$ cat src/hdl/gdc_pkg.sv
// Shared types and constants for the gesture direction classifier.
`timescale 1ns / 1ps
`default_nettype none
package gdc_pkg;
  localparam logic [1:0] KIND_SAMPLE = 2'd0;
  localparam logic [1:0] KIND_BATCH  = 2'd1;
  localparam logic [1:0] KIND_END    = 2'd2;

  localparam logic [1:0] CFG_VALID_LEVEL = 2'd0;
  localparam logic [1:0] CFG_SWIPE_SENS  = 2'd1;
  localparam logic [1:0] CFG_STILL_SENS  = 2'd2;

  localparam logic [2:0] MOT_NONE  = 3'd0;
  localparam logic [2:0] MOT_LEFT  = 3'd1;
  localparam logic [2:0] MOT_RIGHT = 3'd2;
  localparam logic [2:0] MOT_UP    = 3'd3;
  localparam logic [2:0] MOT_DOWN  = 3'd4;
  localparam logic [2:0] MOT_NEAR  = 3'd5;
  localparam logic [2:0] MOT_FAR   = 3'd6;

  localparam logic [1:0] PROX_NONE = 2'd0;
  localparam logic [1:0] PROX_NEAR = 2'd1;
  localparam logic [1:0] PROX_FAR  = 2'd2;

  localparam int RATIO_BITS = 8;   // ratio in -100..100
  localparam int DELTA_BITS = 9;   // delta in -200..200
endpackage
`default_nettype wire

$ cat src/hdl/gesture_direction_classifier.sv
// Top level of the four-channel swipe gesture classifier.
// Usage: each input beat carries a kind and four photodiode levels. Kind
// store sample writes the levels into the batch RAM unless it is full; kind
// end of batch, if it holds more than MIN_SAMPLES samples, scans the RAM,
// finds first and last samples with all four levels above valid_level and,
// if found, forms four percent ratios and updates the direction sums,
// signs, near/far tallies and proximity state; kind end of gesture decodes
// one motion code and clears the gesture state. Every input beat yields
// exactly one output beat (motion, near_far_seen, sample_dropped).
// A batch end makes a forward and a backward pass over the RAM, one read
// per cycle through its single read port, then four ratio divisions one
// after another on one shared 15-step restoring divider. A short batch is
// answered without a scan, one with no valid sample after the forward pass.
// One item is in flight at a time; the output register holds a result until
// the receiver drops out_stall_i, and input is not taken while it is full.
// Reset empties the batch, clears all gesture state and loads the register
// defaults (valid level 10, swipe 50, still 20). The batch RAM is not
// cleared: only entries written in the current batch are read.
`timescale 1ns / 1ps
`default_nettype none
module gesture_direction_classifier #(
  parameter int BATCH_DEPTH = 32,
  parameter int MIN_SAMPLES = 4,
  parameter int NEAR_LIMIT  = 10,
  parameter int FAR_LIMIT   = 2,
  parameter int SUM_BITS    = 16
) (
  input  wire logic       clk_i,
  input  wire logic       rst_ni,
  input  wire logic       cfg_we_i,
  input  wire logic [1:0] cfg_index_i,
  input  wire logic [7:0] cfg_data_i,
  input  wire logic       in_valid_i,
  output logic            in_stall_o,
  input  wire logic [1:0] kind_i,
  input  wire logic [7:0] up_level_i,
  input  wire logic [7:0] down_level_i,
  input  wire logic [7:0] left_level_i,
  input  wire logic [7:0] right_level_i,
  output logic            out_valid_o,
  input  wire logic       out_stall_i,
  output logic [2:0]      motion_o,
  output logic            near_far_seen_o,
  output logic            sample_dropped_o
);
  import gdc_pkg::*;

  localparam int AW = $clog2(BATCH_DEPTH);
  localparam int CW = $clog2(BATCH_DEPTH + 1);
  localparam logic signed [SUM_BITS-1:0] SumMax = {1'b0, {(SUM_BITS-1){1'b1}}};
  localparam logic signed [SUM_BITS-1:0] SumMin = {1'b1, {(SUM_BITS-1){1'b0}}};

  // sequencer states
  localparam logic [3:0] S_IDLE  = 4'd0;
  localparam logic [3:0] S_FWD   = 4'd1;  // forward scan, read issued
  localparam logic [3:0] S_BWD   = 4'd2;  // backward scan
  localparam logic [3:0] S_RDF   = 4'd3;  // read first sample
  localparam logic [3:0] S_RDL   = 4'd4;  // read last sample
  localparam logic [3:0] S_DIV   = 4'd5;  // divisions
  localparam logic [3:0] S_ACC   = 4'd6;  // update sums
  localparam logic [3:0] S_NF    = 4'd7;  // still / near-far update
  localparam logic [3:0] S_DONE  = 4'd8;  // never entered; S_NF gives the batch result
  localparam logic [3:0] S_GEND  = 4'd9;  // gesture end decode

  logic [3:0] st_q, st_d;
  logic [7:0] valid_level_q, swipe_q, still_q;
  logic [CW-1:0] count_q, count_d;
  logic [AW-1:0] idx_q, idx_d, first_q, first_d, last_q, last_d;
  logic [AW-1:0] raddr;
  logic          rvalid_q, rvalid_d;   // divider run issued for dsel_q
  logic [31:0]   rdata, first_s_q, first_s_d, last_s_q, last_s_d;
  logic signed [SUM_BITS-1:0] vsum_q, vsum_d, hsum_q, hsum_d;
  logic signed [1:0] vsign_q, vsign_d, hsign_q, hsign_d;
  logic [7:0] near_q, near_d, far_q, far_d;
  logic [1:0] prox_q, prox_d;
  logic [2:0] lastm_q, lastm_d;
  logic signed [RATIO_BITS-1:0] rat_q [4];
  logic signed [RATIO_BITS-1:0] rat_d [4];
  logic [1:0] dsel_q, dsel_d;
  logic       dstart;
  logic [7:0] da, db;
  logic       ddone;
  logic signed [RATIO_BITS-1:0] dres;
  logic signed [DELTA_BITS-1:0] ud_q, ud_d, lr_q, lr_d;
  logic       we;
  logic       accept;
  logic       ovalid_q, ovalid_d;
  logic [2:0] omot_q, omot_d;
  logic       oseen_q, oseen_d, odrop_q, odrop_d;

  function automatic logic is_valid(input logic [31:0] s, input logic [7:0] lvl);
    is_valid = (s[31:24] > lvl) && (s[23:16] > lvl) && (s[15:8] > lvl) && (s[7:0] > lvl);
  endfunction

  function automatic logic signed [SUM_BITS-1:0] sat_add(
      input logic signed [SUM_BITS-1:0] s, input logic signed [DELTA_BITS-1:0] d);
    logic signed [SUM_BITS:0] t;
    t = {s[SUM_BITS-1], s} + (SUM_BITS+1)'(d);
    if (t > $signed({SumMax[SUM_BITS-1], SumMax})) sat_add = SumMax;
    else if (t < $signed({SumMin[SUM_BITS-1], SumMin})) sat_add = SumMin;
    else sat_add = t[SUM_BITS-1:0];
  endfunction

  function automatic logic signed [1:0] sign_of(
      input logic signed [SUM_BITS-1:0] s, input logic [7:0] th);
    logic signed [SUM_BITS:0] w, t;
    w = {s[SUM_BITS-1], s};
    t = (SUM_BITS+1)'({1'b0, th});
    if (w >= t) sign_of = 2'sd1;
    else if (w <= -t) sign_of = -2'sd1;
    else sign_of = 2'sd0;
  endfunction

  function automatic logic [2:0] decode(
      input logic [1:0] prox, input logic signed [1:0] vs, input logic signed [1:0] hs,
      input logic signed [SUM_BITS-1:0] v, input logic signed [SUM_BITS-1:0] h,
      input logic [2:0] cur);
    logic [SUM_BITS:0] mv, mh;
    mv = v[SUM_BITS-1] ? -{1'b1, v} : {1'b0, v};
    mh = h[SUM_BITS-1] ? -{1'b1, h} : {1'b0, h};
    if (prox == PROX_NEAR) decode = MOT_NEAR;
    else if (prox == PROX_FAR) decode = MOT_FAR;
    else if (vs == 2'sd0 && hs == 2'sd0) decode = cur;
    else if (hs == 2'sd0) decode = (vs < 0) ? MOT_UP : MOT_DOWN;
    else if (vs == 2'sd0) decode = (hs > 0) ? MOT_RIGHT : MOT_LEFT;
    else if (mv > mh) decode = (vs < 0) ? MOT_UP : MOT_DOWN;
    else decode = (hs > 0) ? MOT_RIGHT : MOT_LEFT;
  endfunction

  assign in_stall_o = (st_q != S_IDLE) || ovalid_q;
  assign accept     = in_valid_i && !in_stall_o;
  assign we         = accept && kind_i == KIND_SAMPLE && count_q < CW'(BATCH_DEPTH);

  gdc_ram #(.Width(32), .Depth(BATCH_DEPTH)) u_store (
    .clk_i  (clk_i),
    .we_i   (we),
    .waddr_i(count_q[AW-1:0]),
    .wdata_i({up_level_i, down_level_i, left_level_i, right_level_i}),
    .raddr_i(raddr),
    .rdata_o(rdata)
  );

  assign da = (dsel_q == 2'd0) ? first_s_q[31:24] : (dsel_q == 2'd1) ? first_s_q[15:8] :
              (dsel_q == 2'd2) ? last_s_q[31:24] : last_s_q[15:8];
  assign db = (dsel_q == 2'd0) ? first_s_q[23:16] : (dsel_q == 2'd1) ? first_s_q[7:0] :
              (dsel_q == 2'd2) ? last_s_q[23:16] : last_s_q[7:0];

  gdc_ratio_div u_div (
    .clk_i  (clk_i),
    .rst_ni (rst_ni),
    .start_i(dstart),
    .a_i    (da),
    .b_i    (db),
    .done_o (ddone),
    .ratio_o(dres)
  );

  always_comb begin
    logic still, zero;
    still    = 1'b0;
    zero     = 1'b0;
    st_d     = st_q;
    count_d  = count_q;
    idx_d    = idx_q;
    first_d  = first_q;
    last_d   = last_q;
    rvalid_d = 1'b0;
    raddr    = idx_q;
    first_s_d = first_s_q;
    last_s_d  = last_s_q;
    vsum_d = vsum_q;  hsum_d = hsum_q;
    vsign_d = vsign_q; hsign_d = hsign_q;
    near_d = near_q;  far_d = far_q;
    prox_d = prox_q;  lastm_d = lastm_q;
    rat_d  = rat_q;
    dsel_d = dsel_q;
    dstart = 1'b0;
    ud_d = ud_q; lr_d = lr_q;
    ovalid_d = ovalid_q && out_stall_i;
    omot_d = omot_q; oseen_d = oseen_q; odrop_d = odrop_q;

    unique case (st_q)
      S_IDLE: begin
        raddr = '0;
        if (accept) begin
          unique case (kind_i)
            KIND_SAMPLE: begin
              ovalid_d = 1'b1; omot_d = MOT_NONE; oseen_d = 1'b0;
              odrop_d  = !we;
              if (we) count_d = count_q + CW'(1);
            end
            KIND_BATCH: begin
              if (count_q <= CW'(MIN_SAMPLES)) begin
                count_d = '0;
                ovalid_d = 1'b1; omot_d = MOT_NONE; oseen_d = 1'b0; odrop_d = 1'b0;
              end else begin
                idx_d = '0; rvalid_d = 1'b1; st_d = S_FWD;
              end
            end
            KIND_END: st_d = S_GEND;
            default: begin
              ovalid_d = 1'b1; omot_d = MOT_NONE; oseen_d = 1'b0; odrop_d = 1'b0;
            end
          endcase
        end
      end
      S_FWD: begin
        // rdata is entry idx_q
        if (is_valid(rdata, valid_level_q)) begin
          first_d = idx_q;
          idx_d = AW'(count_q - CW'(1));
          raddr = AW'(count_q - CW'(1));
          st_d  = S_BWD;
        end else if ({1'b0, idx_q} == (AW+1)'(count_q - CW'(1))) begin
          count_d = '0; st_d = S_IDLE;
          ovalid_d = 1'b1; omot_d = MOT_NONE; oseen_d = 1'b0; odrop_d = 1'b0;
        end else begin
          idx_d = idx_q + AW'(1);
          raddr = idx_q + AW'(1);
        end
      end
      S_BWD: begin
        if (is_valid(rdata, valid_level_q)) begin
          last_d = idx_q; raddr = first_q; st_d = S_RDF;
        end else begin
          idx_d = idx_q - AW'(1);
          raddr = idx_q - AW'(1);
        end
      end
      S_RDF: begin
        raddr = last_q;
        first_s_d = rdata;
        st_d = S_RDL;
      end
      S_RDL: begin
        last_s_d = rdata;
        dsel_d = 2'd0;
        st_d = S_DIV;
        dstart = 1'b0;
      end
      S_DIV: begin
        // start divider on entry and after each completion
        if (!rvalid_q && !ddone) begin
          dstart = 1'b1;
          rvalid_d = 1'b1;
        end else if (ddone) begin
          rat_d[dsel_q] = dres;
          if (dsel_q == 2'd3) st_d = S_ACC;
          else begin
            dsel_d = dsel_q + 2'd1;
          end
        end else begin
          rvalid_d = 1'b1;
        end
      end
      S_ACC: begin
        ud_d = DELTA_BITS'(rat_q[2]) - DELTA_BITS'(rat_q[0]);
        lr_d = DELTA_BITS'(rat_q[3]) - DELTA_BITS'(rat_q[1]);
        vsum_d = sat_add(vsum_q, DELTA_BITS'(rat_q[2]) - DELTA_BITS'(rat_q[0]));
        hsum_d = sat_add(hsum_q, DELTA_BITS'(rat_q[3]) - DELTA_BITS'(rat_q[1]));
        vsign_d = sign_of(vsum_d, swipe_q);
        hsign_d = sign_of(hsum_d, swipe_q);
        st_d = S_NF;
      end
      S_NF: begin
        still = ((ud_q < 0 ? -ud_q : ud_q) < $signed({1'b0, still_q})) &&
                ((lr_q < 0 ? -lr_q : lr_q) < $signed({1'b0, still_q}));
        zero  = (ud_q == '0) && (lr_q == '0);
        oseen_d = 1'b0;
        if (still) begin
          if (vsign_q == 2'sd0 && hsign_q == 2'sd0) begin
            if (zero) begin
              if (near_q != 8'hFF) near_d = near_q + 8'd1;
            end else if (far_q != 8'hFF) far_d = far_q + 8'd1;
            if (near_d >= 8'(NEAR_LIMIT) && far_d >= 8'(FAR_LIMIT)) begin
              if (zero) prox_d = PROX_NEAR;
              else if (ud_q != '0 && lr_q != '0) prox_d = PROX_FAR;
              oseen_d = 1'b1;
              lastm_d = decode(prox_d, vsign_q, hsign_q, vsum_q, hsum_q, lastm_q);
            end
          end else begin
            if (zero && near_q != 8'hFF) near_d = near_q + 8'd1;
            if (near_d >= 8'(NEAR_LIMIT)) begin
              vsign_d = 2'sd0; hsign_d = 2'sd0; vsum_d = '0; hsum_d = '0;
            end
          end
        end
        count_d = '0;
        st_d = S_IDLE;
        ovalid_d = 1'b1; omot_d = MOT_NONE; odrop_d = 1'b0;
      end
      S_GEND: begin
        ovalid_d = 1'b1; oseen_d = 1'b0; odrop_d = 1'b0;
        omot_d = decode(prox_q, vsign_q, hsign_q, vsum_q, hsum_q, lastm_q);
        count_d = '0; vsum_d = '0; hsum_d = '0; vsign_d = '0; hsign_d = '0;
        near_d = '0; far_d = '0; prox_d = PROX_NONE; lastm_d = MOT_NONE;
        st_d = S_IDLE;
      end
      default: st_d = S_IDLE;
    endcase
  end

  always_ff @(posedge clk_i or negedge rst_ni) begin
    if (!rst_ni) begin
      st_q <= S_IDLE;
      count_q <= '0;
      vsum_q <= '0; hsum_q <= '0; vsign_q <= '0; hsign_q <= '0;
      near_q <= '0; far_q <= '0; prox_q <= PROX_NONE; lastm_q <= MOT_NONE;
      ovalid_q <= 1'b0;
      rvalid_q <= 1'b0;
      valid_level_q <= 8'd10; swipe_q <= 8'd50; still_q <= 8'd20;
    end else begin
      st_q <= st_d;
      count_q <= count_d;
      vsum_q <= vsum_d; hsum_q <= hsum_d; vsign_q <= vsign_d; hsign_q <= hsign_d;
      near_q <= near_d; far_q <= far_d; prox_q <= prox_d; lastm_q <= lastm_d;
      ovalid_q <= ovalid_d;
      rvalid_q <= rvalid_d;
      if (cfg_we_i) begin
        unique case (cfg_index_i)
          CFG_VALID_LEVEL: valid_level_q <= cfg_data_i;
          CFG_SWIPE_SENS:  swipe_q <= cfg_data_i;
          CFG_STILL_SENS:  still_q <= cfg_data_i;
          default: ;
        endcase
      end
    end
  end

  always_ff @(posedge clk_i) begin
    idx_q <= idx_d; first_q <= first_d; last_q <= last_d;
    first_s_q <= first_s_d; last_s_q <= last_s_d;
    rat_q <= rat_d; dsel_q <= dsel_d;
    ud_q <= ud_d; lr_q <= lr_d;
    omot_q <= omot_d; oseen_q <= oseen_d; odrop_q <= odrop_d;
  end

  assign out_valid_o      = ovalid_q;
  assign motion_o         = omot_q;
  assign near_far_seen_o  = oseen_q;
  assign sample_dropped_o = odrop_q;

`ifndef SYNTHESIS
  a_count_bound: assert property (@(posedge clk_i) disable iff (!rst_ni)
    count_q <= CW'(BATCH_DEPTH)) else $error("sample count past depth");
  a_no_accept_busy: assert property (@(posedge clk_i) disable iff (!rst_ni)
    st_q != S_IDLE |-> !accept) else $error("beat taken while busy");
  a_one_flag: assert property (@(posedge clk_i) disable iff (!rst_ni)
    ovalid_q |-> !(oseen_q && odrop_q)) else $error("both flags set");
  a_hold: assert property (@(posedge clk_i) disable iff (!rst_ni)
    ovalid_q && out_stall_i |=> ovalid_q) else $error("result lost under stall");
`endif
endmodule
`default_nettype wire

$ cat src/hdl/gdc_ram.sv
// Generic single-port write, single-port read RAM with registered read.
`timescale 1ns / 1ps
`default_nettype none
module gdc_ram #(
  parameter int Width = 32,
  parameter int Depth = 32
) (
  input  wire logic                     clk_i,
  input  wire logic                     we_i,
  input  wire logic [$clog2(Depth)-1:0] waddr_i,
  input  wire logic [Width-1:0]         wdata_i,
  input  wire logic [$clog2(Depth)-1:0] raddr_i,
  output logic      [Width-1:0]         rdata_o
);
  logic [Width-1:0] mem_q [Depth];

  always_ff @(posedge clk_i) begin
    if (we_i) mem_q[waddr_i] <= wdata_i;
    rdata_o <= mem_q[raddr_i];
  end
endmodule
`default_nettype wire

$ cat src/hdl/gdc_ratio_div.sv
// Restoring signed divider: truncated (a-b)*100/(a+b), one quotient bit per cycle.
`timescale 1ns / 1ps
`default_nettype none
module gdc_ratio_div (
  input  wire logic       clk_i,
  input  wire logic       rst_ni,
  input  wire logic       start_i,
  input  wire logic [7:0] a_i,
  input  wire logic [7:0] b_i,
  output logic            done_o,
  output logic signed [gdc_pkg::RATIO_BITS-1:0] ratio_o
);
  import gdc_pkg::*;

  localparam int NumBits = 15;  // |a-b|*100 < 2^15

  logic [14:0] rem_q, rem_d, quo_q, quo_d, num_q, num_d;
  logic [8:0]  den_q, den_d;
  logic        neg_q, neg_d, busy_q, busy_d, done_d;
  logic [3:0]  cnt_q, cnt_d;
  logic [15:0] trial;
  logic [8:0]  diff;
  logic [7:0]  qmag;

  assign diff  = (a_i >= b_i) ? {1'b0, a_i - b_i} : {1'b0, b_i - a_i};
  assign trial = {rem_q, num_q[14]} - {7'd0, den_q};

  always_comb begin
    rem_d  = rem_q;
    quo_d  = quo_q;
    num_d  = num_q;
    den_d  = den_q;
    neg_d  = neg_q;
    busy_d = busy_q;
    cnt_d  = cnt_q;
    done_d = 1'b0;
    if (start_i) begin
      num_d  = 15'(diff) * 15'd100;
      den_d  = {1'b0, a_i} + {1'b0, b_i};
      neg_d  = a_i < b_i;
      rem_d  = '0;
      quo_d  = '0;
      cnt_d  = 4'(NumBits - 1);
      busy_d = 1'b1;
    end else if (busy_q) begin
      if (!trial[15]) begin
        rem_d = trial[14:0];
        quo_d = {quo_q[13:0], 1'b1};
      end else begin
        rem_d = {rem_q[13:0], num_q[14]};
        quo_d = {quo_q[13:0], 1'b0};
      end
      num_d = {num_q[13:0], 1'b0};
      cnt_d = cnt_q - 4'd1;
      if (cnt_q == 4'd0) begin
        busy_d = 1'b0;
        done_d = 1'b1;
      end
    end
  end

  always_ff @(posedge clk_i or negedge rst_ni) begin
    if (!rst_ni) begin
      busy_q <= 1'b0;
      done_o <= 1'b0;
    end else begin
      busy_q <= busy_d;
      done_o <= done_d;
    end
  end

  always_ff @(posedge clk_i) begin
    rem_q <= rem_d;
    quo_q <= quo_d;
    num_q <= num_d;
    den_q <= den_d;
    neg_q <= neg_d;
    cnt_q <= cnt_d;
  end

  assign qmag    = quo_q[7:0];
  assign ratio_o = neg_q ? -$signed(qmag) : $signed(qmag);
endmodule
`default_nettype wire

$ cat config.mk
export PLATFORM = sky130hd
export DESIGN_NAME = gesture_direction_classifier
export DESIGN_NICKNAME = d
export VERILOG_FILES = /design/src/hdl/gdc_pkg.sv /design/src/hdl/gesture_direction_classifier.sv /design/src/hdl/gdc_ram.sv /design/src/hdl/gdc_ratio_div.sv
export SDC_FILE = /design/constraint.sdc
export NUM_CORES = 2
export LEC_CHECK = 0
export ABC_CLOCK_PERIOD_IN_PS = 18740
export BUFFER_PORTS_ARGS = -buffer_cell sky130_fd_sc_hd__buf_2
export CAP_MARGIN = 20
export CORE_MARGIN = 10
export CORE_UTILIZATION = 55
export CTS_CLUSTER_DIAMETER = 40
export DETAILED_ROUTE_END_ITERATION = 10
export PLACE_DENSITY_LB_ADDON = 0.25
export SLEW_MARGIN = 5
export SYNTH_ARGS = -nofsm -noshare
export SYNTH_HDL_FRONTEND = slang
export SYNTH_SLANG_ARGS = --single-unit
$ cat constraint.sdc
create_clock -name clk_i -period 18.74 [get_ports clk_i]
set_input_delay 1.874 -clock clk_i [delete_from_list [all_inputs] [get_ports clk_i]]
set_output_delay 1.874 -clock clk_i [all_outputs]
set_load 0.03 [all_outputs]
==> metrics.txt <==
PostCTS Resize Cnt 0; worst-path fanout max 12; max_cap viols 0; WL final 149.6 mm; slowest cell delay on critical path about 770 ps; met1 Track Usage GR 0.3236; Die Area 0.1234 mm^2; Seq/Total Area, Yosys 0.6479; synthesized area 0.06034 mm^2; FF-to-FF setup slack 11060 ps; overflow left after global routing 0; via/cell ratio 6.051; postcts setup bufs 0; DRT iter0 DRCs 3963; most common cell after layout, fill and taps aside edfxtp_1; Worst-Margin Slew 1015 ps; number of H-tree levels 4; Hold EP u_div.rem_q[1]; CP Class flip-flop to flip-flop; Slew HR 0.3175; final setup vio count 0; first-pass GRT wire length 226.9 mm; GR peak layer met2; PortBufs 55; # hold bufs at CTS 0; GRT Util Overall 0.2400; slowest cell on the critical path a31oi_1; Routability Congestion 0.8526; Core ar. 0.1089 mm^2; Max Fclk 130.2 MHz; Antenna Nets Post-Route 0; Critical Path End Type flip-flop; DR vias 38859; DRC 0; M2 GR Usage 0.3876; Netlist cell types 94; HP Class flip-flop to flip-flop; Buffers & Inverters on Critical Path 2; Top delay family on crit path compound AO/OA/AOI/OAI gates; crit path DAT slightly above 8000 ps; Synth Warn # 0; clock-pin transition on the worst setup and hold timing paths about 60 ps; DP HPWL 86.23 mm; final hold violation count 0; Synth Area per Inst 12.55 um^2; status finished, final reports clean; largest net degree at the start of global routing 160; top_reg_cell synth edfxtp_1; FF-to-FF End vsign_q[0]; Die H 351.2 um; detailed-router iteration count before antenna repair 7; register area 0.03909 mm^2; reg2reg start rat_q[8]; Multi-input gate area 0.01995 mm^2; EDFF count, synth roughly 1200; FP Rows 121; hold_sp u_div.rem_q[1]; vias in the first global route 37451; post-route setup TNS 0 ps; Post-layout nets 5174; Seq cells post-synth 1337; initial core utilization 0.5543; CTS tree done; Chip Width between 300 and 400 um; Mapped Cells slightly below 5000; final period utilization 0.4098; Area contributors post-synth edfxtp_1, nand2_1, ha_1, dfrtp_1, nand3_1; post-synth top area cell edfxtp_1; WHS 477.6 ps; drt wl/cell 23.29 um; Mapped Nets 5111; cts bufs inserted 163; initial antenna violation count 8; Post-synth ARST share 0.07105; GRT met3 Usage 0.04349; Setup Skew 36.49 ps; WHS Path Cells 2; min cycle time layout around 7700 ps; Area growth, synth to finish 12.62%; worst-skew pair later-pin latency 780 ps; proportion of layout cells with a drive suffix above 1 0.1190; Top-Level Pins 56; CTS max path bufs 3; Synth top area share 0.5888; final slew viol count 0; FILL cells 8003; RSZ-0062 raised after global routing false; Critical Path Start Type flip-flop; CTS Sinks about 1300; reg2reg path depth 34; CP Data Required Time around 19000 ps; CTS root buf clkbuf_16; most frequent cells in the layout edfxtp_1, nand2_1, nand3_1
[per-layer routing]
metal,vias up,share of wire
met4,8,0.037
met2,1532,0.47
met3,331,0.080
met1,19179,0.41
met5,-,0.00038
li1,17809,-
[synthesized netlist by cell type, types with 25 or more instances]
cell         n
edfxtp_1  1183
nand2_1    956
nand3_1    412
a21oi_1    303
ha_1       244
inv_1      155
nor2_1     150
o21ai_0    120
buf_2       98
clkbuf_1    97
xnor2_1     93
dfrtp_1     88
a21o_1      64
mux4_2      64
dfxtp_1     59
nor2b_1     55
xor2_1      43
or4_1       37
o22ai_1     36
a22o_1      33
nor4_2      31
nor3_1      30
nand2b_1    29
a211oi_1    28
mux2i_1     27
o31ai_1     27
buf_1       25
[worst max path at each step]
| stage | startpoint | to | depth (start not counted) |
|---|---|---|---|
| floorplan | dsel_q[0] | u_div.num_q[14] | 29 |
| global placement | rat_q[8] | vsign_q[0] | 34 |
| detailed placement | rat_q[8] | vsign_q[0] | 34 |
| CTS | rat_q[8] | vsign_q[0] | 34 |
| global route | rat_q[8] | vsign_q[0] | 34 |
| finish | rat_q[8] | vsign_q[0] | 34 |
[logic make-up (layout without fill, tap and decap cells)]
family | count (synthesis) | count (layout) | synth area share
adder cells (fa/ha/maj) | 268 | 268 | 0.05640
XOR/XNOR | 138 | 138 | 0.02051
AO/OA/AOI/OAI | 739 | 739 | 0.07585
other | 2 | 3 | 0.0001245
multiplexers | 116 | 116 | 0.03328
AND/OR/NAND/NOR | 1819 | 1819 | 0.1390
buffers and inverters | 388 | 588 | 0.02694
flip-flops | 1337 | 1337 | 0.6479
[worst register-to-register path, delay by kind of cell (launching register included)]
kind                     cells  cell delay [ps]
adder cells (fa/ha/maj)      4             1080
buffers and inverters        2              120
flip-flops                   1              360
AO/OA/AOI/OAI               15             3400
AND/OR/NAND/NOR             12             2280
multiplexers                 1              310
[final cells by class]
type                    count  share of cell area
well taps                1414             0.02604
diodes                      1          0.00003682
inverters                 156            0.008617
clock inverters           107             0.01854
multi-input cells        3082              0.2935
flip-flops and latches   1337              0.5753
clock buffers             195             0.06435
repair buffers            130             0.01363
[per-stage QoR]
step / util / setup slack, ps / std cells / cell area, um^2
after global routing: 0.6243 / 10470 / 6422 / 67950
final: 0.6243 / 11060 / 6422 / 67950
after floorplan: - / 11830 / 4807 / 60340
after detailed placement: 0.5720 / 11140 / 6115 / 62260
after CTS: 0.6237 / 11130 / 6417 / 67890
after global placement: 0.5718 / 11420 / 6114 / 62250
[sequential cells by signal (all words and copies together), names as in the netlist, 9 cells and up]
| signal | cells |
|---|---|
| u_div.den_q | 9 |
| u_store.mem_q | 1024 |
| hsum_q | 16 |
| u_store.rdata_o | 32 |
| last_s_q | 32 |
| u_div.num_q | 13 |
| u_div.rem_q | 15 |
| rat_q | 32 |
| lr_q | 9 |
| first_s_q | 32 |
| vsum_q | 16 |
| ud_q | 9 |
Power is left out: the tool's default activity adds up to more than one toggle a clock period on the data nets, which glitch-free logic cannot reach.
